`src/rtl/pnguf_pkg.sv`:
```
// Shared types, constants and register indexes of the PNG scanline unfilter.
`timescale 1ns / 1ps
`default_nettype none

package pnguf_pkg;

  localparam int MAX_LINE_BYTES  = 8192;
  localparam int MAX_PIXEL_BYTES = 8;
  localparam int COL_W           = $clog2(MAX_LINE_BYTES);
  localparam int PIX_W           = $clog2(MAX_PIXEL_BYTES);

  typedef logic [COL_W-1:0] col_t;
  typedef logic [PIX_W-1:0] pix_idx_t;

  // Filter type codes of PNG filter method 0.
  localparam logic [2:0] FLT_NONE  = 3'd0;
  localparam logic [2:0] FLT_SUB   = 3'd1;
  localparam logic [2:0] FLT_UP    = 3'd2;
  localparam logic [2:0] FLT_AVG   = 3'd3;
  localparam logic [2:0] FLT_PAETH = 3'd4;

  // Configuration register indexes.
  localparam logic [1:0] REG_BYTES_PER_LINE  = 2'd0;
  localparam logic [1:0] REG_BYTES_PER_PIXEL = 2'd1;
  localparam logic [1:0] REG_ROWS_PER_IMAGE  = 2'd2;

  // One data byte or error marker on its way into the reconstruction stage.
  typedef struct packed {
    logic       valid;
    logic       err;
    logic [7:0] data;
    logic [2:0] kind;
    col_t       col;
    pix_idx_t   bpp_idx;
    logic       first_row;
    logic       left_ok;
    logic       eor;
    logic       eoi;
  } item_t;

  typedef struct packed {
    logic [7:0] recon_byte;
    logic       end_of_row;
    logic       end_of_image;
    logic       bad_filter;
  } result_t;

  typedef struct packed {
    logic       en;
    col_t       addr;
    logic [7:0] data;
  } ram_wr_t;

endpackage

`default_nettype wire

```
`src/rtl/pnguf_seq.sv`:
```
// Configuration registers and the row/column sequencer in front of the line memory.
`timescale 1ns / 1ps
`default_nettype none

module pnguf_seq (
  input  wire logic             clk,
  input  wire logic             rst_n,
  input  wire logic             cfg_valid,
  input  wire logic [1:0]       cfg_index,
  input  wire logic [15:0]      cfg_data,
  input  wire logic             accept,
  input  wire logic [7:0]       filtered_byte,
  output pnguf_pkg::item_t      item
);
  import pnguf_pkg::*;

  logic [13:0] bpl_r;
  logic [3:0]  bpp_r;
  logic [15:0] rows_r;
  logic        halted_r, halted_nxt;
  logic        expect_r, expect_nxt;
  logic [2:0]  kind_r, kind_nxt;
  col_t        col_r, col_nxt;
  logic [15:0] row_r, row_nxt;
  logic        first_r, first_nxt;

  logic [13:0] bpl_eff;
  logic [3:0]  bpp_eff;
  logic [15:0] rows_eff;
  logic        row_end;
  logic        img_end;
  logic        bad;

  always_ff @(posedge clk) begin
    if (!rst_n) begin
      bpl_r  <= 14'd1;
      bpp_r  <= 4'd1;
      rows_r <= 16'd1;
    end else if (cfg_valid) begin
      unique case (cfg_index)
        REG_BYTES_PER_LINE:  bpl_r  <= cfg_data[13:0];
        REG_BYTES_PER_PIXEL: bpp_r  <= cfg_data[3:0];
        REG_ROWS_PER_IMAGE:  rows_r <= cfg_data;
        default: ;
      endcase
    end
  end

  always_comb begin
    if (bpl_r == 14'd0) begin
      bpl_eff = 14'd1;
    end else if (bpl_r > 14'(MAX_LINE_BYTES)) begin
      bpl_eff = 14'(MAX_LINE_BYTES);
    end else begin
      bpl_eff = bpl_r;
    end
    if (bpp_r == 4'd0) begin
      bpp_eff = 4'd1;
    end else if (bpp_r > 4'(MAX_PIXEL_BYTES)) begin
      bpp_eff = 4'(MAX_PIXEL_BYTES);
    end else begin
      bpp_eff = bpp_r;
    end
    rows_eff = (rows_r == 16'd0) ? 16'd1 : rows_r;
  end

  assign row_end = ({1'b0, col_r} + 14'd1) >= bpl_eff;
  assign img_end = row_end && (({1'b0, row_r} + 17'd1) >= {1'b0, rows_eff});
  assign bad     = filtered_byte > {5'd0, FLT_PAETH};

  always_comb begin
    item.valid     = accept && !halted_r && (!expect_r || bad);
    item.err       = expect_r;
    item.data      = filtered_byte;
    item.kind      = kind_r;
    item.col       = col_r;
    item.bpp_idx   = PIX_W'(bpp_eff - 4'd1);
    item.first_row = first_r;
    item.left_ok   = col_r >= COL_W'(bpp_eff);
    item.eor       = row_end;
    item.eoi       = img_end;
  end

  always_comb begin
    halted_nxt = halted_r;
    expect_nxt = expect_r;
    kind_nxt   = kind_r;
    col_nxt    = col_r;
    row_nxt    = row_r;
    first_nxt  = first_r;
    if (accept && !halted_r) begin
      if (expect_r) begin
        if (bad) begin
          halted_nxt = 1'b1;
        end else begin
          kind_nxt   = filtered_byte[2:0];
          expect_nxt = 1'b0;
          col_nxt    = '0;
        end
      end else if (row_end) begin
        expect_nxt = 1'b1;
        row_nxt    = img_end ? 16'd0 : row_r + 16'd1;
        first_nxt  = img_end;
      end else begin
        col_nxt = col_r + col_t'(1);
      end
    end
  end

  always_ff @(posedge clk) begin
    if (!rst_n) begin
      halted_r <= 1'b0;
      expect_r <= 1'b1;
      kind_r   <= FLT_NONE;
      col_r    <= '0;
      row_r    <= 16'd0;
      first_r  <= 1'b1;
    end else begin
      halted_r <= halted_nxt;
      expect_r <= expect_nxt;
      kind_r   <= kind_nxt;
      col_r    <= col_nxt;
      row_r    <= row_nxt;
      first_r  <= first_nxt;
    end
  end

endmodule

`default_nettype wire

```
`config.mk`:
```
export PLATFORM = sky130hd
export DESIGN_NAME = pnguf_seq
export DESIGN_NICKNAME = d
export VERILOG_FILES = /design/src/rtl/pnguf_pkg.sv /design/src/rtl/pnguf_seq.sv
export SDC_FILE = /design/constraint.sdc
export NUM_CORES = 1
export LEC_CHECK = 0
export ABC_AREA = 1
export BUFFER_PORTS_ARGS = -buffer_cell sky130_fd_sc_hd__buf_2
export CAP_MARGIN = 40
export CORE_MARGIN = 3
export CORE_UTILIZATION = 60
export DETAILED_ROUTE_END_ITERATION = 16
export PLACE_DENSITY = 0.85
export SYNTH_ARGS = -nofsm -noshare
export SYNTH_HDL_FRONTEND = slang
export SYNTH_SLANG_ARGS = --single-unit
```
`constraint.sdc`:
```
create_clock -name clk -period 6.65 [get_ports clk]
set_input_delay 1.33 -clock clk [delete_from_list [all_inputs] [get_ports clk]]
set_output_delay 1.33 -clock clk [all_outputs]
set_load 0.005 [all_outputs]
```
==> summary.md, run 1 <==
| Metric | Value |
|---|---|
| LEAKAGE | 2.302 nW |
| Antenna diode count | 0 |
| Largest cells by area after synthesis | dfxtp_1, nand2_1, ha_1, inv_1, nor2_1 |
| Clock share of power | 38.6% |
| Via density | 5.437 |
| Top sig layer | met4 |
| Cell repeated most along the worst path | nand2_2 |
| Final HPWL DP | 8.120 mm |
| Sink Count | 69 |
| Layout Cells excl Fill | 781 |
| Max-cap violations | 0 |
| Share of layout cells above drive strength 1 | 17.08% |
| Die H | 92.02 microns |
| Setup crit end kind | output pin |
| Worst skew pair latency | 360 ps |
| Ys flop type | dfxtp_1 |
| WL met2 | 5.355 mm |
| Reg2Reg Launch Point | col_r[0]$_SDFFE_PN0P_ |
| Worst Hold Endpoint | halted_r$_SDFFE_PN0P_ |
| Via Count | 4246 |
| Die X | 92.02 microns |
| Most frequent cell after synthesis | nand2_1 |
| Cell taking the most area after synthesis | dfxtp_1 |
| Final setup viols | 0 |
| Initial antenna violation count | 0 |
| Crit path largest cell delay | 400 ps |
| Placed Cells incl. Taps | 765 |
| Worst Setup Start Kind | flip-flop |
| Peak fanout along the critical path | 13 |
| HP Start | halted_r$_SDFFE_PN0P_ |
| Sw power | 0.0002723 W |
| Worst reg2reg path depth | 18 |
| Nets | 747 |
| CTS Buf Count | 9 |
| Total GRT Usage | 26.43% |
| Max VDD drop | 0.0001418 V |
| Global-route wire length before repair | 18.19 mm |
| Sequential Power Share | 47.1% |
| WP buf/inv | 2 |
| Wl on met1 | 4.741 mm |
| CP top delay family | simple AND/OR/NAND/NOR gates |
| Post-Route WL | 10.84 mm |
| Syn Nets | 707 |
| Hold Vio Cnt, Final | 0 |
| Largest net degree at the start of global routing | 51 |
| Core ar. | 6982 sq um |
| Gr ovfl total | 0 |
| Reg clk slew, reported paths | 80 ps |
| Register area share after synthesis | 31.12% |
| CTS tree | done |
| Area share of the largest cell type after synthesis | 31.12% |
| Yosys warning total | 0 |
| Post-synth EDFFs | 0 |
| Outcome | complete, no violations |
| Crit Path Class | reg2out |
| Peak Freq | 0.2255 GHz |
| Final ANT Viol Nets | 0 |
| IO Port Bufs | 62 |
| Syn_area_per_cell | 6.936 sq um |
| Area of the die | 8467 sq um |
| Yosys cell types | 30 |
| Fin Setup TNS | 0 ps |
| # Post-CTS Setup Buffers | 0 |
| I/O Pins | 63 |
| Cell Int Power | 0.0006442 W |
| Initial DRC count | 334 |
| Max-slew headroom | 37.95% |
| Vias in the first global route | 3987 |
| Seq cells post-synth | 69 |
| FP Rows | 30 |
| CTS resizes | 0 |
| Synth top cells by count | nand2_1, inv_1, dfxtp_1 |
| Worst EP arrival | 3100 ps |
| Hold Crit Class | reg2reg |
| PD cells | 188.5 nW/um^2 |
| Maximum buffer depth of the clock tree | 2 |
| Net Sw Frac | 29.71% |
| Fin crit share | 66.68% |
| H-Tree Depth | 3 |
| Initial Util | 63.58% |
| DR WL met3 | 622 microns |
| R2R setup slack | 3350 ps |
| Final Max Tran Viols | 0 |
| DRC viols | 0 |
| Worst-path cell chain | ha_1 -> nand2_2 -> nor2_4 -> nand2_2 -> nor2_1 -> nand2_1 -> xor2_1 -> ha_1 -> a21oi_1 -> nor2_1 -> nor3_1 -> nand3_2 -> nand2_2 -> inv_1 -> buf_2 |
| RSZ-0062 raised after global routing | false |
| Cells after Synth | 640 |
| Slowest stage cell, crit path | dfxtp_1 |
| # hold bufs at CTS | 0 |
| Synth-to-layout area growth | 9.555% |
| Comb pwr share | 14.3% |
| Slew @ Worst Pin | 928.1 ps |
| Number of cells on the worst hold path | 2 |
| Reg-to-reg endpoint | row_r[0]$_SDFFE_PN0P_ |
| Avg WL per Cell | 13.88 microns |
| Cell area after synthesis | 4439 sq um |
| Worst EP required | 5320 ps |
| Drt pass-1 iters | 5 |
| Ys async rst share | 0% |
| Fin crit period | 4434 ps |
| Clock Skews | 5.882 ps |
| GP Congestion | 0.9343 |
| Clock root buffer | clkbuf_8 |
-- metal layers --
metal,GRT usage [%],vias up
li1,-,2142
met1,34.07,1941
met2,44.89,148
met3,5.250,15
met4,7.426,0
met5,0,-
-- power by group through the flow --
stage	clock network [W]	registers, W	logic, W
finish	0.000354	0.000432	0.000131
detailed placement	0	0.000441	0.000129
floorplan	0	0.000439	0.000102
global placement	0	0.000441	0.000124
global route	0.000373	0.000433	0.000147
CTS	0.000359	0.000432	0.000130
-- tightest hold or removal path: cells and delay by family (launching register included) --
kind | cells | cell delay (ps)
AOI/OAI and AO/OA | 1 | 60
buffers and inverters | 1 | 60
DFF | 1 | 300
-- flip-flops by register name (all words and copies together), names as in the netlist --
| name | flops |
|---|---|
| kind_r | 3 |
| first_r | 1 |
| row_r | 16 |
| bpl_r | 14 |
| halted_r | 1 |
| col_r | 13 |
| rows_r | 16 |
| bpp_r | 4 |
| expect_r | 1 |
-- through the flow --
step | instance area, sq um | setup WS, ps | hold slack [ps] | util (%) | power, W
after floorplan | 4439 | 2921 | 423.6 | - | 0.0005412
after global placement | 4664 | 2780 | 442.7 | 66.81 | 0.0005651
after detailed placement | 4664 | 2663 | 455.2 | 66.81 | 0.0005702
after CTS | 4863 | 2241 | 469.9 | 69.66 | 0.0009205
after global routing | 4863 | 2021 | 486.3 | 69.66 | 0.0009535
final | 4863 | 2216 | 470.5 | 69.66 | 0.0009165
-- placed cells by master, fill, tap and decap left out, types with 3 or more instances in the layout --
cell	synthesis	routed
nand4_1	22	22
nand3_1	19	19
dfxtp_1	69	69
nor2_4	3	3
nor2_2	6	6
o21ai_0	40	40
nor2_1	68	68
ha_1	37	37
nor4_1	8	8
inv_1	71	71
inv_2	3	3
buf_2	2	62
xor2_1	19	19
nand2_2	14	14
a21oi_2	9	9
nand2_1	152	152
clkbuf_8	0	9
xnor2_1	4	4
a21oi_1	45	45
nor3_1	8	8
-- cells by family after synthesis --
| logic type | Yosys count | synth area share [%] |
|---|---|---|
| compound gates | 97 | 11.92 |
| xor+xnor | 23 | 4.538 |
| simple gates | 305 | 30.86 |
| flops | 69 | 31.12 |
| fa+ha+maj | 37 | 10.43 |
| buf+inv | 109 | 11.13 |
-- how the worst max path moves through the flow --
stage | end | from | depth (start not counted) | slack [ps]
finish | item[0] | row_r[0]$_SDFFE_PN0P_ | 15 | 2220
global route | item[0] | row_r[0]$_SDFFE_PN0P_ | 17 | 2020
global placement | item[0] | row_r[0]$_SDFFE_PN0P_ | 15 | 2780
CTS | item[0] | row_r[0]$_SDFFE_PN0P_ | 15 | 2240
detailed placement | item[0] | row_r[0]$_SDFFE_PN0P_ | 15 | 2660
floorplan | item[0] | row_r[0]$_SDFFE_PN0P_ | 16 | 2920
-- layout make-up --
type	count	area, sq um
multi-input combinational	462	2564
fill	588	2118
sequential	69	1381
timing repair buffer	63	317.8
inverter	75	281.5
clock buffer	10	127.6
tap	96	120.1
clock inverter	6	71.32
Note: power is estimated with default switching activity, not from simulation.
==> inputs of run 2 (changes only) <==
--- a/config.mk
+++ b/config.mk
@@ -9,9 +9,9 @@
 export BUFFER_PORTS_ARGS = -buffer_cell sky130_fd_sc_hd__buf_2
 export CAP_MARGIN = 40
 export CORE_MARGIN = 3
-export CORE_UTILIZATION = 60
+export CORE_UTILIZATION = 52
 export DETAILED_ROUTE_END_ITERATION = 16
-export PLACE_DENSITY = 0.85
+export PLACE_DENSITY = 0.78
 export SYNTH_ARGS = -nofsm -noshare
 export SYNTH_HDL_FRONTEND = slang
 export SYNTH_SLANG_ARGS = --single-unit
==> constraint.sdc (replaced) <==
create_clock -name clk -period 4 [get_ports clk]
set_input_delay 0.8 -clock clk [delete_from_list [all_inputs] [get_ports clk]]
set_output_delay 0.8 -clock clk [all_outputs]
set_load 0.005 [all_outputs]
==> summary.md, run 2 (synthesis results as in run 1) <==
| Metric | Value |
|---|---|
| Sink Count | 69 |
| Most frequent cells in the layout | nand2_1, inv_1, dfxtp_1 |
| Number of cells on the worst hold path | 2 |
| CTS Buf Count | 9 |
| Final HPWL DP | 8.300 mm |
| Worst reg2reg path depth | 16 |
| Synth-to-layout area growth | 11.53% |
| Net Sw Frac | 27.29% |
| Sequential Power Share | 43.6% |
| Slew @ Worst Pin | 797.6 ps |
| Maximum buffer depth of the clock tree | 2 |
| Worst Setup Start Kind | flip-flop |
| WHS | 461.1 ps |
| Util after Layout | 59.95% |
| Core ar. | 8258 sq um |
| CTS tree | done |
| I/O Pins | 63 |
| Fin crit period | 3640 ps |
| DRC viols | 0 |
| Worst skew pair latency | 350 ps |
| WP buf/inv | 2 |
| Max-slew headroom | 46.77% |
| Final ANT Viol Nets | 0 |
| Max-cap violations | 0 |
| Vias in the first global route | 3981 |
| Drt pass-1 iters | 5 |
| Fin Setup TNS | 0 ps |
| Initial DRC count | 182 |
| Nets | 750 |
| Fin crit share | 90.99% |
| Biggest regs | row_r x16, rows_r x16, bpl_r x14 |
| Avg WL per Cell | 13.62 microns |
| # hold bufs at CTS | 0 |
| Fin area | 4951 sq um |
| Sw power | 0.0004501 W |
| Peak fanout along the critical path | 4 |
| Reg-to-reg endpoint | row_r[0]$_SDFFE_PN0P_ |
| Comb pwr share | 13.5% |
| Worst-path cell chain | ha_1 -> nand2_2 -> nor2_4 -> nand2_2 -> nor2_1 -> nand2_1 -> xor2_1 -> ha_1 -> a21oi_1 -> nor2_1 -> nor3_1 -> nand3_2 -> nand2_2 -> inv_1 -> buf_2 |
| Worst EP required | 3200 ps |
| H-Tree Depth | 3 |
| Die H | 98.40 microns |
| Initial Util | 53.76% |
| R2R setup slack | 590 ps |
| Total power | 0.001650 W |
| LEAKAGE | 2.349 nW |
| Global-route wire length before repair | 18.32 mm |
| Storage cell area | 1381 sq um |
| Reg clk slew, reported paths | 70 ps |
| Clock share of power | 43.0% |
| Antenna diode count | 0 |
| Worst EP arrival | 2840 ps |
| RSZ-0062 raised after global routing | false |
| Peak Freq | 0.2747 GHz |
| Outcome | complete, no violations |
| Via density | 5.281 |
| Crit Path Class | reg2out |
| Share of layout cells above drive strength 1 | 17.59% |
| # Post-CTS Setup Buffers | 0 |
| FP Rows | 33 |
| Final Max Tran Viols | 0 |
| Setup crit end kind | output pin |
| Slowest stage cell, crit path | dfxtp_1 |
| CTS resizes | 0 |
| Max VDD drop | 0.0002693 V |
| Total GRT Usage | 22.95% |
| Multi-input combinational cell area | 2564 sq um |
| Die X | 98.40 microns |
| Worst Hold Endpoint | halted_r$_SDFFE_PN0P_ |
| HP Start | halted_r$_SDFFE_PN0P_ |
| CP Depth | 15 |
| Cell Int Power | 0.001200 W |
| Initial antenna violation count | 0 |
| Crit path largest cell delay | 430 ps |
| Largest net degree at the start of global routing | 50 |
| Commonest non-fill, non-tap cell in the layout | nand2_1 |
| Area of the die | 9682 sq um |
| Via Count | 4188 |
| Reg2Reg Launch Point | bpl_r[0]$_SDFFE_PN1P_ |
| GP Congestion | 0.8891 |
| Placed Area | 4706 sq um |
| Gr ovfl total | 0 |
| Clock root buffer | clkbuf_8 |
| CP top delay family | simple AND/OR/NAND/NOR gates |
| Post-Route WL | 10.80 mm |
| IO Port Bufs | 62 |
| Cell repeated most along the worst path | nand2_2 |
| PD cells | 333.2 nW/um^2 |
| Final setup viols | 0 |
| Crit. Startpoint | row_r[0]$_SDFFE_PN0P_ |
| Hold Crit Class | reg2reg |
| Hold Vio Cnt, Final | 0 |
| Clock Skews | 13.62 ps |
| Fillcell total | 776 |
[run 2: worst max path at each step]
stage | endpoint | slack [ps]
6_report | item[0] | 360
3_3_place_gp | row_r[0]$_SDFFE_PN0P_ | 820
3_5_place_dp | row_r[0]$_SDFFE_PN0P_ | 700
5_1_grt | item[0] | 80
4_1_cts | item[0] | 380
2_1_floorplan | item[0] | 800
[run 2: metrics by stage]
step | setup WS [ps] | cells
3_3_place_gp | 821.9 | 776
5_1_grt | 77.60 | 793
4_1_cts | 385.0 | 793
2_1_floorplan | 800.6 | 640
6_report | 360.3 | 793
3_5_place_dp | 697.7 | 777
[run 2: cell type report]
type / instances / share of cell area, %
multi-input combinational: 462 / 51.78
sequential: 69 / 27.90
timing repair buffer: 66 / 7.026
inverter: 75 / 5.686
tap: 105 / 2.654
clock buffer: 9 / 2.502
clock inverter: 7 / 2.451
[run 2: worst register-to-register path, stage by stage, from the launching register on]
cell and delay, ps:
dfxtp_1 340, nor4_1 340, nand4_1 170, nand2_1 290, nand2_1 130, ha_1 330, nand2_1 80, nor2_2 90
nand2_1 90, nor2_1 110, nand2_1 120, nand3_4 150, nand3_4 240, inv_2 390, nand2_1 180, nand2_1 180
nor2_1 80
[run 2: per-layer routing]
| metal | GRT usage [%] | routed length [microns] | up-vias |
|---|---|---|---|
| met2 | 39.57 | 5427 | 115 |
| met5 | 0 | 0 | - |
| li1 | - | - | 2147 |
| met4 | 10.08 | 198 | 0 |
| met3 | 4.071 | 528 | 17 |
| met1 | 27.89 | 4648 | 1909 |
[run 2: power by group through the flow]
stage	registers (W)	clock network [W]	logic, W
6_report	0.000719	0.000709	0.000222
5_1_grt	0.000721	0.000743	0.000252
4_1_cts	0.000719	0.000719	0.000223
3_5_place_dp	0.000735	0	0.000222
3_3_place_gp	0.000734	0	0.000214
2_1_floorplan	0.000730	0	0.000170
