==> src/rtl/pnguf_pkg.sv <==
// Shared types, constants and register indexes of the PNG scanline unfilter.
`timescale 1ns / 1ps
`default_nettype none

package pnguf_pkg;

  localparam int MAX_LINE_BYTES  = 8192;
  localparam int MAX_PIXEL_BYTES = 8;
  localparam int COL_W           = $clog2(MAX_LINE_BYTES);
  localparam int PIX_W           = $clog2(MAX_PIXEL_BYTES);

  typedef logic [COL_W-1:0] col_t;
  typedef logic [PIX_W-1:0] pix_idx_t;

  // Filter type codes of PNG filter method 0.
  localparam logic [2:0] FLT_NONE  = 3'd0;
  localparam logic [2:0] FLT_SUB   = 3'd1;
  localparam logic [2:0] FLT_UP    = 3'd2;
  localparam logic [2:0] FLT_AVG   = 3'd3;
  localparam logic [2:0] FLT_PAETH = 3'd4;

  // Configuration register indexes.
  localparam logic [1:0] REG_BYTES_PER_LINE  = 2'd0;
  localparam logic [1:0] REG_BYTES_PER_PIXEL = 2'd1;
  localparam logic [1:0] REG_ROWS_PER_IMAGE  = 2'd2;

  // One data byte or error marker on its way into the reconstruction stage.
  typedef struct packed {
    logic       valid;
    logic       err;
    logic [7:0] data;
    logic [2:0] kind;
    col_t       col;
    pix_idx_t   bpp_idx;
    logic       first_row;
    logic       left_ok;
    logic       eor;
    logic       eoi;
  } item_t;

  typedef struct packed {
    logic [7:0] recon_byte;
    logic       end_of_row;
    logic       end_of_image;
    logic       bad_filter;
  } result_t;

  typedef struct packed {
    logic       en;
    col_t       addr;
    logic [7:0] data;
  } ram_wr_t;

endpackage

`default_nettype wire

==> src/rtl/pnguf_recon.sv <==
// Reconstruction stage: neighbour windows, filter arithmetic and line memory write-back.
`timescale 1ns / 1ps
`default_nettype none

module pnguf_recon (
  input  wire logic              clk,
  input  wire logic              rst_n,
  input  wire pnguf_pkg::item_t  ld,
  input  wire logic              adv,
  input  wire logic [7:0]        above,
  output logic                   busy,
  output pnguf_pkg::result_t     res,
  output pnguf_pkg::ram_wr_t     wr
);
  import pnguf_pkg::*;

  item_t      s1_r;
  logic [7:0] left_r  [MAX_PIXEL_BYTES];
  logic [7:0] uleft_r [MAX_PIXEL_BYTES];

  logic [7:0]        a, b, c, pred, r;
  logic [8:0]        sum_ab;
  logic signed [9:0] d_pa, d_pb, d_pc;
  logic [9:0]        pa, pb, pc;

  always_ff @(posedge clk) begin
    if (!rst_n) begin
      s1_r.valid <= 1'b0;
    end else if (ld.valid) begin
      s1_r <= ld;
    end else if (adv) begin
      s1_r.valid <= 1'b0;
    end
  end

  assign busy = s1_r.valid;

  always_comb begin
    a = s1_r.left_ok ? left_r[s1_r.bpp_idx] : 8'd0;
    c = (s1_r.left_ok && !s1_r.first_row) ? uleft_r[s1_r.bpp_idx] : 8'd0;
    b = s1_r.first_row ? 8'd0 : above;
  end

  // Paeth predictor on signed differences; ties prefer a, then b.
  always_comb begin
    sum_ab = {1'b0, a} + {1'b0, b};
    d_pa = $signed({2'b00, b}) - $signed({2'b00, c});
    d_pb = $signed({2'b00, a}) - $signed({2'b00, c});
    d_pc = $signed({1'b0, sum_ab}) - $signed({1'b0, c, 1'b0});
    pa = (d_pa < 0) ? 10'(-d_pa) : 10'(d_pa);
    pb = (d_pb < 0) ? 10'(-d_pb) : 10'(d_pb);
    pc = (d_pc < 0) ? 10'(-d_pc) : 10'(d_pc);
  end

  always_comb begin
    case (s1_r.kind)
      FLT_SUB:   pred = a;
      FLT_UP:    pred = b;
      FLT_AVG:   pred = sum_ab[8:1];
      FLT_PAETH: begin
        if (pa <= pb && pa <= pc) begin
          pred = a;
        end else if (pb <= pc) begin
          pred = b;
        end else begin
          pred = c;
        end
      end
      default:   pred = 8'd0;
    endcase
    r = s1_r.data + pred;
  end

  always_comb begin
    if (s1_r.err) begin
      res.recon_byte   = 8'd0;
      res.end_of_row   = 1'b0;
      res.end_of_image = 1'b0;
      res.bad_filter   = 1'b1;
    end else begin
      res.recon_byte   = r;
      res.end_of_row   = s1_r.eor;
      res.end_of_image = s1_r.eoi;
      res.bad_filter   = 1'b0;
    end
    wr.en   = adv && !s1_r.err;
    wr.addr = s1_r.col;
    wr.data = r;
  end

  always_ff @(posedge clk) begin
    if (!rst_n) begin
      for (int i = 0; i < MAX_PIXEL_BYTES; i++) begin
        left_r[i]  <= 8'd0;
        uleft_r[i] <= 8'd0;
      end
    end else if (adv && !s1_r.err) begin
      left_r[0]  <= r;
      uleft_r[0] <= b;
      for (int i = 1; i < MAX_PIXEL_BYTES; i++) begin
        left_r[i]  <= left_r[i-1];
        uleft_r[i] <= uleft_r[i-1];
      end
    end
  end

endmodule

`default_nettype wire

==> config.mk <==
export PLATFORM = sky130hd
export DESIGN_NAME = pnguf_recon
export DESIGN_NICKNAME = d
export VERILOG_FILES = /design/src/rtl/pnguf_pkg.sv /design/src/rtl/pnguf_recon.sv
export SDC_FILE = /design/constraint.sdc
export NUM_CORES = 1
export LEC_CHECK = 0
export BUFFER_PORTS_ARGS = -buffer_cell sky130_fd_sc_hd__buf_4
export CORE_MARGIN = 2
export CORE_UTILIZATION = 53
export DETAILED_ROUTE_END_ITERATION = 10
export HOLD_SLACK_MARGIN = 0.12
export PLACE_DENSITY_LB_ADDON = 0.2
export RECOVER_POWER = 100
export SETUP_SLACK_MARGIN = 0.3
export SLEW_MARGIN = 20
export SYNTH_ARGS = -nofsm -noshare
export SYNTH_HDL_FRONTEND = slang
export SYNTH_SLANG_ARGS = --single-unit
==> constraint.sdc <==
create_clock -name clk -period 11.5 [get_ports clk]
set_input_delay 1.15 -clock clk [delete_from_list [all_inputs] [get_ports clk]]
set_output_delay 1.15 -clock clk [all_outputs]
set_load 0.02 [all_outputs]
==> summary.txt, run 1 <==
Status
  • Outcome: finished with violations
  • Failing checks: capacitance limit, slew limit

Clocking
  • Clk_lat worst skew: 0.43 ns
  • Clock transition at path regs: 0.07 ns
  • CTS Hold Bufs: 0
  • CTS buffer count: 17
  • CTS Root Cell: clkbuf_16
  • CTS tree: built
  • Clk buf depth: 2
  • CTS H-Tree Depth: 4
  • Clock sink count: 164

Synthesis
  • Cell variety after synth: 73
  • Synth top cells by count: edfxtp_1 (160), and3_1 (84), ha_1 (71), inv_1 (42), nor2_1 (42)
  • Most frequent cell after synthesis: edfxtp_1
  • Sequential area share after synthesis: 0.475
  • Mapped Area: 10300 µm²
  • Largest area contributor in the netlist: edfxtp_1
  • Synth area leaders: edfxtp_1 (47%), ha_1 (8.6%), mux4_2 (6.6%), and3_1 (5.1%), xnor2_1 (2.6%)
  • Top cell type's share of synthesized area: 0.468
  • #FFs+latches synth: 164
  • EDFF count, synth: 160
  • Avg Cell Area, Syn: 12.0 µm²
  • Asr flop ratio synth: 0
  • YS warnings: 0
  • Dominant synthesized flop cell: edfxtp_1
  • Post-Syn Instances: 858

Floorplanning
  • I/O Pins: 78
  • Rows: 50
  • Die area: 20500 µm²
  • Placeable Area: 18900 µm²
  • Die height: 143 µm
  • Die width: 143 µm
  • Initial Utilization: 0.544

Drt
  • Wirelength per Cell: 19.4 µm
  • Iteration-0 DRC count of the detailed router: 649
  • ANT nets after route: 0
  • Routed WL: 22900 µm
  • Via count: 6837
  • DR vias/cell: 5.79
  • Drt pass-1 iters: 5
  • DRC viols: 0

GRT
  • Initial antenna violation count: 0
  • Gr usage total: 0.230
  • Vias in the first global route: 6643
  • First-pass GRT wire length: 35800 µm
  • Pin count of the biggest net entering global routing: 84
  • Total global routing overflow: 0

Power and ir drop
  • Worst vdd ir: 0.000138 V
  • Net Switching: 769 µW
  • Cell internal pwr: 1380 µW
  • Switching part of the total power: 0.357
  • PwrDens: 188 nW/µm²
  • Leak Pwr: 0.00485 µW
  • Comb pwr share: 0.392
  • Total chip power: 2150 µW
  • Clock power frac: 0.269
  • Sequential share of power: 0.339

STA
  • Crit path time final: 10.32 ns
  • Worst hold margin: 0.473 ns
  • Max-Slew Margin vs Limit: -1.36
  • F_max: 96.9 MHz
  • Clock Skew: 0.00931 ns
  • Setup Viol. Count Final: 0
  • Worst-Margin Slew: 3.54 ns
  • Final Hold Fails: 0
  • Max Slew Vio Count: 286
  • Setup TNS: 0 ns
  • Fin crit share: 0.898
  • RSZ-0062 raised after global routing: no

Flow run
  • Max-Cap Viols: 5

Setup path
  • WS Path Type: flip-flop to output port
  • Setup crit end kind: output port
  • CP max FO: 13
  • Worst path max stage delay: 0.76 ns
  • Crit-path slowest cell: or4b_2
  • Required @ worst endpoint: 10.35 ns
  • Arrival @ worst endpoint: 9.17 ns
  • Flop2flop setup slack: 2.64 ns
  • Startpoint types: flip-flop

Final layout
  • Number of fill cells: 1594
  • Nets: 1026
  • Area grow syn2layout: 11.2%
  • Post-route insts no fill: 1181
  • # diodes: 0
  • Layout cells sized above 1: 0.159

Hold path
  • Hold Path Origin: s1_r[5]
  • Min-Delay Path Class: flip-flop to flip-flop

Placement
  • Dpl cells: 1149
  • Dpl hpwl: 16600 µm
  • Routability cong.: 0.877
  • IO Port Bufs: 77
-- power groups by stage --
stage / Sequential, µW / Combinational (µW) / Clock [µW]
6_report: 730 / 844 / 579
5_1_grt: 735 / 940 / 610
4_1_cts: 727 / 861 / 589
3_5_place_dp: 739 / 855 / 0
3_3_place_gp: 738 / 844 / 0
2_1_floorplan: 727 / 654 / 0
-- logic make-up after synthesis --
group           count (synthesis)  share of synthesized area
simple gates                  284                      0.159
flops                         164                      0.475
compound gates                128                     0.0907
buf+inv                        97                     0.0420
fa+ha+maj                      75                     0.0934
mux                            56                     0.0927
xor+xnor                       52                     0.0462
other cells                     2                   0.000731
-- per-stage QoR --
stage / cell area, µm² / worst slack [ns] / utilization
6_report: 11400 / 1.18 / 0.605
5_1_grt: 11400 / 0.383 / 0.605
4_1_cts: 11600 / 0.915 / 0.613
3_5_place_dp: 11000 / 1.49 / 0.581
3_3_place_gp: 11000 / 1.69 / 0.581
2_1_floorplan: 10300 / 2.23 / -
-- registers in the layout (all words and copies together), names as in the netlist, named ones only --
name and count:
left_r 64, busy 1, s1_r 19, uleft_r 64, wr 13
-- routing by layer --
layer / share of wire / global-route usage / vias up
met5: 0 / 0 / -
met4: 0.011 / 0.0506 / 0
met3: 0.056 / 0.0429 / 24
met2: 0.47 / 0.368 / 223
met1: 0.46 / 0.331 / 3317
li1: - / - / 3273
-- worst paths after layout --
kind	depth (start not counted)	endpoint
setup / recovery	37	wr[7]
hold / removal	1	flip-flop
setup reg to reg	35	left_r[0][6]
hold reg to reg	1	flip-flop
-- placed cells by master (no fill, tap or decap), types with 4 or more instances in the layout --
master	count
a21o_1	18
a21oi_1	33
and2_0	16
and2_1	23
and3_1	84
buf_4	15
clkbuf_1	39
clkbuf_16	17
clkbuf_4	32
conb_1	4
edfxtp_1	160
ha_1	71
inv_1	42
inv_6	4
mux2_2	12
mux2i_1	13
mux4_2	30
nand2_1	32
nand2b_1	15
nand3_1	9
nand4_1	5
nor2_1	42
nor2b_1	30
nor3_1	7
o211ai_1	7
o21a_1	4
o21ai_0	20
o21bai_1	5
o22ai_1	7
o31ai_1	4
xnor2_1	30
xor2_1	21
-- worst max-delay path: cells and delay by family (launching register included) --
kind | cells | cell delay, ns
AND/OR/NAND/NOR | 8 | 2.00
XOR/XNOR | 3 | 0.65
flip-flops | 1 | 0.60
AO/OA/AOI/OAI | 15 | 2.69
buffers and inverters | 3 | 0.33
multiplexers | 3 | 1.27
adder cells (fa/ha/maj) | 5 | 1.22
-- timing repair --
| action | in CTS | in global routing |
|---|---|---|
| setup endpoints to repair | 0 | 2 |
| hold endpoints to repair | 0 | 0 |
| setup buffers | 0 | 0 |
| gates resized for setup | 0 | 1 |
-- layout make-up --
cell class,instances,area [µm²],area share
repair buffers,84,492,0.0430
clock inverters,13,166,0.0146
clock buffers,19,433,0.0379
multi-input cells,599,4970,0.435
well taps,260,325,0.0285
inverters,42,158,0.0138
flip-flops and latches,164,4890,0.428
No activity file was read; power rests on OpenSTA's default activity.
==> run 2: changes to the inputs <==
--- a/config.mk
+++ b/config.mk
@@ -5,9 +5,10 @@
 export SDC_FILE = /design/constraint.sdc
 export NUM_CORES = 1
 export LEC_CHECK = 0
-export BUFFER_PORTS_ARGS = -buffer_cell sky130_fd_sc_hd__buf_4
+export BUFFER_PORTS_ARGS = -buffer_cell sky130_fd_sc_hd__clkbuf_2
 export CORE_MARGIN = 2
 export CORE_UTILIZATION = 53
+export CTS_BUF_LIST = sky130_fd_sc_hd__clkbuf_8
 export DETAILED_ROUTE_END_ITERATION = 10
 export HOLD_SLACK_MARGIN = 0.12
 export PLACE_DENSITY_LB_ADDON = 0.2
==> summary.txt, run 2 (same netlist as run 1, synthesis figures left out) <==
STA
  • RSZ-0062 raised after global routing: no
  • Min setup slack post-route: 1.11 ns (-0.0629 ns)
  • Worst-Margin Slew: 4.42 ns (+0.881 ns)
  • Max Slew Vio Count: 339 (+19%)
  • Crit path time final: 10.39 ns (+0.0629 ns)
  • Setup Viol. Count Final: 0 (unchanged)
  • Max-Slew Margin vs Limit: -1.95 (-0.588)
  • Fin crit share: 0.903 (+0.00547)
  • Final Hold Fails: 0 (unchanged)
  • F_max: 96.3 MHz (-0.61%)
  • Setup TNS: 0 ns (unchanged)
  • Clock Skew: 0.0149 ns (+0.00559 ns)

Drt
  • DRC viols: 0 (unchanged)
  • Wirelength per Cell: 18.9 µm (-2.3%)
  • Iteration-0 DRC count of the detailed router: 612 (-5.7%)
  • Routed WL: 22300 µm (-2.3%)
  • Drt pass-1 iters: 5 (unchanged)
  • ANT nets after route: 0 (unchanged)
  • DR vias/cell: 5.78 (-0.13%)
  • Via count: 6828 (-0.13%)

Power and ir drop
  • Worst vdd ir: 0.000106 V (-23%)
  • Comb pwr share: 0.421 (+0.029)
  • Sequential share of power: 0.368 (+0.029)
  • Clock power frac: 0.212 (-0.057)
  • Switching part of the total power: 0.380 (+0.0235)
  • Cell internal pwr: 1230 µW (-11%)
  • Leak Pwr: 0.00473 µW (-2.5%)
  • PwrDens: 179 nW/µm² (-5.0%)
  • Net Switching: 758 µW (-1.4%)

Placement
  • Routability cong.: 0.885 (+0.97%)
  • Placement Setup Slack: 1.61 ns (+0.128 ns)
  • Dpl hpwl: 16200 µm (-2.4%)
  • IO Port Bufs: 77 (unchanged)

Setup path
  • Setup crit end kind: output port
  • Worst path max stage delay: 0.96 ns (+0.20 ns)
  • Flop2flop setup slack: 2.60 ns (-0.04 ns)
  • Crit-path slowest cell: dfxtp_1
  • WS Path Type: flip-flop to output port
  • CP max FO: 19 (+6)
  • Startpoint types: flip-flop
  • Arrival @ worst endpoint: 9.24 ns (+0.07 ns)
  • Required @ worst endpoint: 10.35 ns (about the same)

Final layout
  • Layout cells sized above 1: 0.159 (unchanged)
  • Area of the multi-input gates: 4970 µm² (+0.15%)
  • Area occupied by registers: 4890 µm² (about the same)
  • Nets: 1026 (unchanged)
  • Number of fill cells: 1617 (+1.4%)
  • # diodes: 0 (unchanged)
  • Commonest non-fill, non-tap cell in the layout: edfxtp_1
  • Area grow syn2layout: 8.27%
  • Most frequent cells in the layout: edfxtp_1 (160), and3_1 (84), ha_1 (71)
  • Largest regs: left_r (64), uleft_r (64), s1_r (19)
  • Core Util, Final: 0.589 (-0.0160)

Clocking
  • CTS tree: built
  • CTS buffer count: 17 (unchanged)
  • Clock transition at path regs: 0.10 ns (+0.03 ns)
  • CTS Root Cell: clkbuf_8
  • Clock sink count: 164 (unchanged)
  • CTS H-Tree Depth: 4 (unchanged)
  • Clk_lat worst skew: 0.45 ns (+0.02 ns)
  • Clk buf depth: 2 (unchanged)

Floorplanning
  • Placeable Area: 18900 µm² (unchanged)
  • Die height: 143 µm (unchanged)
  • Rows: 50 (unchanged)
  • I/O Pins: 78 (unchanged)
  • Die width: 143 µm (unchanged)
  • Initial Utilization: 0.544 (unchanged)
  • Die area: 20500 µm² (unchanged)

GRT
  • Total global routing overflow: 0 (unchanged)
  • Gr usage total: 0.229 (-0.00118)
  • First-pass GRT wire length: 35900 µm (+0.19%)
  • Vias in the first global route: 6630 (-0.20%)
  • Pin count of the biggest net entering global routing: 86 (+2.4%)
  • Initial antenna violation count: 0 (unchanged)

Status
  • Failing checks: capacitance limit, slew limit
  • Outcome: finished with violations

Flow run
  • Max-Cap Viols: 5 (unchanged)

Hold path
  • Min-Delay Path Class: flip-flop to flip-flop
==> run 2: changes by cell type in the layout (fill, tap and decap cells not counted), moves of 2 or more <==
cell | before | now
and2_0 | 16 | 20
and2_1 | 23 | 19
buf_4 | 15 | 3
clkbuf_16 | 17 | 0
clkbuf_2 | 0 | 42
clkbuf_4 | 32 | 0
clkbuf_8 | 0 | 17
dfxtp_2 | 2 | 0
==> run 2: timing repair <==
| action | CTS | global route |
|---|---|---|
| setup buffers | 0 | 0 |
| endpoints found under the setup margin | 0 | 4 |
| gates resized for setup | 0 | 1 |
| hold buffers | 0 | 0 |
==> run 2: power groups by stage <==
stage          registers [µW]  clock network (µW)  logic, µW
4_1_cts                   730                 428        842
2_1_floorplan             727                   0        654
3_5_place_dp              743                   0        837
3_3_place_gp              743                   0        826
5_1_grt                   739                 450        933
6_report                  732                 422        838
==> run 2: stage by stage <==
step	instance area [µm²]	total power, µW	hold slack, ns	cells
6_report	11100	1990	0.482	1181
3_3_place_gp	10800	1570	0.454	1149
2_1_floorplan	10300	1380	0.448	860
4_1_cts	11200	2000	0.484	1181
3_5_place_dp	10800	1580	0.458	1149
5_1_grt	11100	2120	0.510	1181
==> run 2: metal layers <==
layer	global-route usage	routed length, µm	vias up
li1	-	-	3263
met3	0.0355	1200	16
met5	0	0	-
met4	0.0485	191	0
met2	0.353	10200	233
met1	0.346	10700	3316
==> run 2: layout make-up <==
| class | instances | area share |
|---|---|---|
| Multi-Input combinational cell | 599 | 0.447 |
| Sequential cell | 164 | 0.439 |
| Timing Repair Buffer | 84 | 0.0341 |
| Tap cell | 260 | 0.0292 |
| Clock buffer | 17 | 0.0210 |
| Clock inverter | 15 | 0.0150 |
| Inverter | 42 | 0.0142 |
==> run 2: path summary, 6_finish.rpt <==
| path | startpoint | endpoint | cells past startpoint |
|---|---|---|---|
| setup / recovery | flip-flop | res[10] | 38 |
| hold reg to reg | s1_r[5] | flip-flop | 1 |
| setup reg to reg | flip-flop | left_r[0][7] | 37 |
| hold / removal | s1_r[5] | flip-flop | 1 |
==> run 2: critical path, delay by kind of cell (launching register included) <==
family	cells	cell delay, ns
AND/OR/NAND/NOR	8	1.78
AO/OA/AOI/OAI	18	3.13
adder cells (fa/ha/maj)	5	1.31
flip-flops	1	0.96
XOR/XNOR	3	0.62
buffers and inverters	2	0.24
multiplexers	2	0.70
==> run 3: changes to the inputs <==
==> constraint.sdc (replaced) <==
create_clock -name clk -period 11.5 [get_ports clk]
set_input_delay 0.575 -clock clk [delete_from_list [all_inputs] [get_ports clk]]
set_output_delay 0.575 -clock clk [all_outputs]
set_load 0.02 [all_outputs]
==> summary.txt, run 3 (same netlist as run 1, synthesis figures left out) <==
Drt
  • ANT nets after route: 0 (unchanged)
  • Iteration-0 DRC count of the detailed router: 610 (-0.33%)
  • DRC viols: 0 (unchanged)
  • Drt pass-1 iters: 5 (unchanged)
  • Via count: 6792 (-0.53%)
  • Wirelength per Cell: 18.7 µm (-1.1%)
  • Routed WL: 22100 µm (-1.1%)
  • DR vias/cell: 5.75 (-0.53%)

Final layout
  • Area grow syn2layout: 8.23% (about the same)
  • # diodes: 0 (unchanged)
  • Largest regs: left_r (64), uleft_r (64), s1_r (19)
  • Commonest non-fill, non-tap cell in the layout: edfxtp_1
  • Most frequent cells in the layout: edfxtp_1 (160), and3_1 (84), ha_1 (71), inv_1 (42), nor2_1 (42)
  • Core Util, Final: 0.589 (about the same)
  • Post-route insts no fill: 1181 (unchanged)
  • Layout cells sized above 1: 0.156 (-0.00217)
  • Nets: 1026 (unchanged)
  • Fin area: 11100 µm² (about the same)

Clocking
  • Clk_lat worst skew: 0.46 ns (about the same)
  • Cts repair resizes: 0 (unchanged)
  • Post-CTS setup buffers: 0 (unchanged)
  • CTS buffer count: 17 (unchanged)
  • CTS H-Tree Depth: 4 (unchanged)
  • CTS tree: built
  • Clock sink count: 164 (unchanged)
  • CTS Hold Bufs: 0 (unchanged)
  • CTS Root Cell: clkbuf_8
  • Clk buf depth: 2 (unchanged)
  • Clock transition at path regs: 0.10 ns (about the same)

STA
  • Fin crit share: 0.863 (-0.0403)
  • Worst-Margin Slew: 3.10 ns (-1.32 ns)
  • Clock Skew: 0.0155 ns (+0.000593 ns)
  • F_max: 101 MHz (+4.7%)
  • RSZ-0062 raised after global routing: no
  • Setup Viol. Count Final: 0 (unchanged)
  • Crit path time final: 9.92 ns (-0.463 ns)
  • Setup TNS: 0 ns (unchanged)
  • Max Slew Vio Count: 340 (+0.29%)
  • Min setup slack post-route: 1.58 ns (+0.463 ns)
  • Max-Slew Margin vs Limit: -1.07 (+0.878)
  • Final Hold Fails: 0 (unchanged)

Setup path
  • Setup crit end kind: output port
  • Arrival @ worst endpoint: 9.35 ns (+0.11 ns)
  • CP max FO: 21 (+2)
  • Reg2Reg Depth: 35 (-5.4%)
  • Crit-path slowest cell: dfxtp_1
  • Startpoint types: flip-flop
  • Worst path max stage delay: 1.06 ns (+0.10 ns)
  • Required @ worst endpoint: 10.93 ns (+0.58 ns)
  • WS Path Type: flip-flop to output port

GRT
  • Initial antenna violation count: 0 (unchanged)
  • Gr usage total: 0.224 (-0.00465)
  • Met2 Resource Use GR: 0.351 (-0.00227)
  • Gr busiest metal: met2
  • Total global routing overflow: 0 (unchanged)
  • First-pass GRT wire length: 35000 µm (-2.3%)
  • Met1 Use GR: 0.318 (-0.0290)
  • Global Route met3 Usage: 0.0550 (+0.0195)
  • Pin count of the biggest net entering global routing: 87 (+1.2%)
  • Vias in the first global route: 6593 (-0.56%)

Floorplanning
  • Die width: 143 µm (unchanged)
  • I/O Pins: 78 (unchanged)
  • Initial Utilization: 0.544 (unchanged)
  • Rows: 50 (unchanged)
  • Placeable Area: 18900 µm² (unchanged)
  • Die area: 20500 µm² (unchanged)
  • Die height: 143 µm (unchanged)

Flow run
  • Max-Cap Viols: 5 (unchanged)

Power and ir drop
  • PwrDens: 179 nW/µm² (about the same)
  • Worst vdd ir: 0.000121 V (+14%)
  • Leak Pwr: 0.00473 µW (about the same)

Placement
  • IO Port Bufs: 77 (unchanged)
  • Routability cong.: 0.934 (+5.5%)
  • Dpl hpwl: 15800 µm (-2.7%)
  • Placement Setup Slack: 2.18 ns (+0.563 ns)
  • Placed instance area: 10800 µm² (unchanged)
  • Dpl cells: 1149 (unchanged)

Hold path
  • Min-Delay Path Class: input pin to flip-flop
  • Hold Path Depth: 1 (unchanged)

Status
  • Failing checks: capacitance limit, slew limit
  • Outcome: finished with violations
## run 3: cell types whose count changed in the layout (fill, tap and decap cells not counted), sizes merged
cell | previous run | this run
clkbuf | 97 | 98
buf | 4 | 3
## run 3: per-stage QoR
stage          total power (µW)  hold WS [ns]
5_1_grt                    2120         0.252
6_report                   1990         0.283
3_3_place_gp               1570         0.458
4_1_cts                    2000         0.258
3_5_place_dp               1570         0.464
2_1_floorplan              1380         0.448
## run 3: critical path, delay by kind of cell (launching register included)
family | cells | cell delay (ns)
muxes | 3 | 1.10
xor gates and xnor gates | 2 | 0.55
DFF | 1 | 1.06
buffers and inverters | 2 | 0.24
and+or+nand+nor | 11 | 2.19
AOI/OAI and AO/OA | 12 | 2.07
adders and majority gates | 6 | 1.64
## run 3: area by class of cell
| class | instances | area, µm² |
|---|---|---|
| Fill cell | 1622 | 7770 |
| Multi-Input combinational cell | 599 | 4970 |
| Sequential cell | 164 | 4890 |
| Timing Repair Buffer | 84 | 378 |
| Tap cell | 260 | 325 |
| Clock buffer | 17 | 234 |
| Clock inverter | 15 | 166 |
| Inverter | 42 | 158 |
## run 3: final timing paths
check / from / to / slack, ns
worst max-delay path: flip-flop / res[9] / 1.58
worst min register to register: s1_r[4] / flip-flop / 0.49
worst max register to register: flip-flop / left_r[0][6] / 2.47
worst min-delay path: ld[13] / wr[14] / 0.28
## run 3: layer usage
metal | wire (µm) | part of all wire
met1 | 10300 | 0.46
met5 | 0 | 0
met4 | 298 | 0.013
met2 | 10100 | 0.46
met3 | 1420 | 0.064
## run 3: report_power, final
part / leakage, µW / internal, µW / switching [µW]
registers: 0.00170 / 703 / 27.2
clock network: 0.000193 / 181 / 243
logic: 0.00284 / 348 / 488
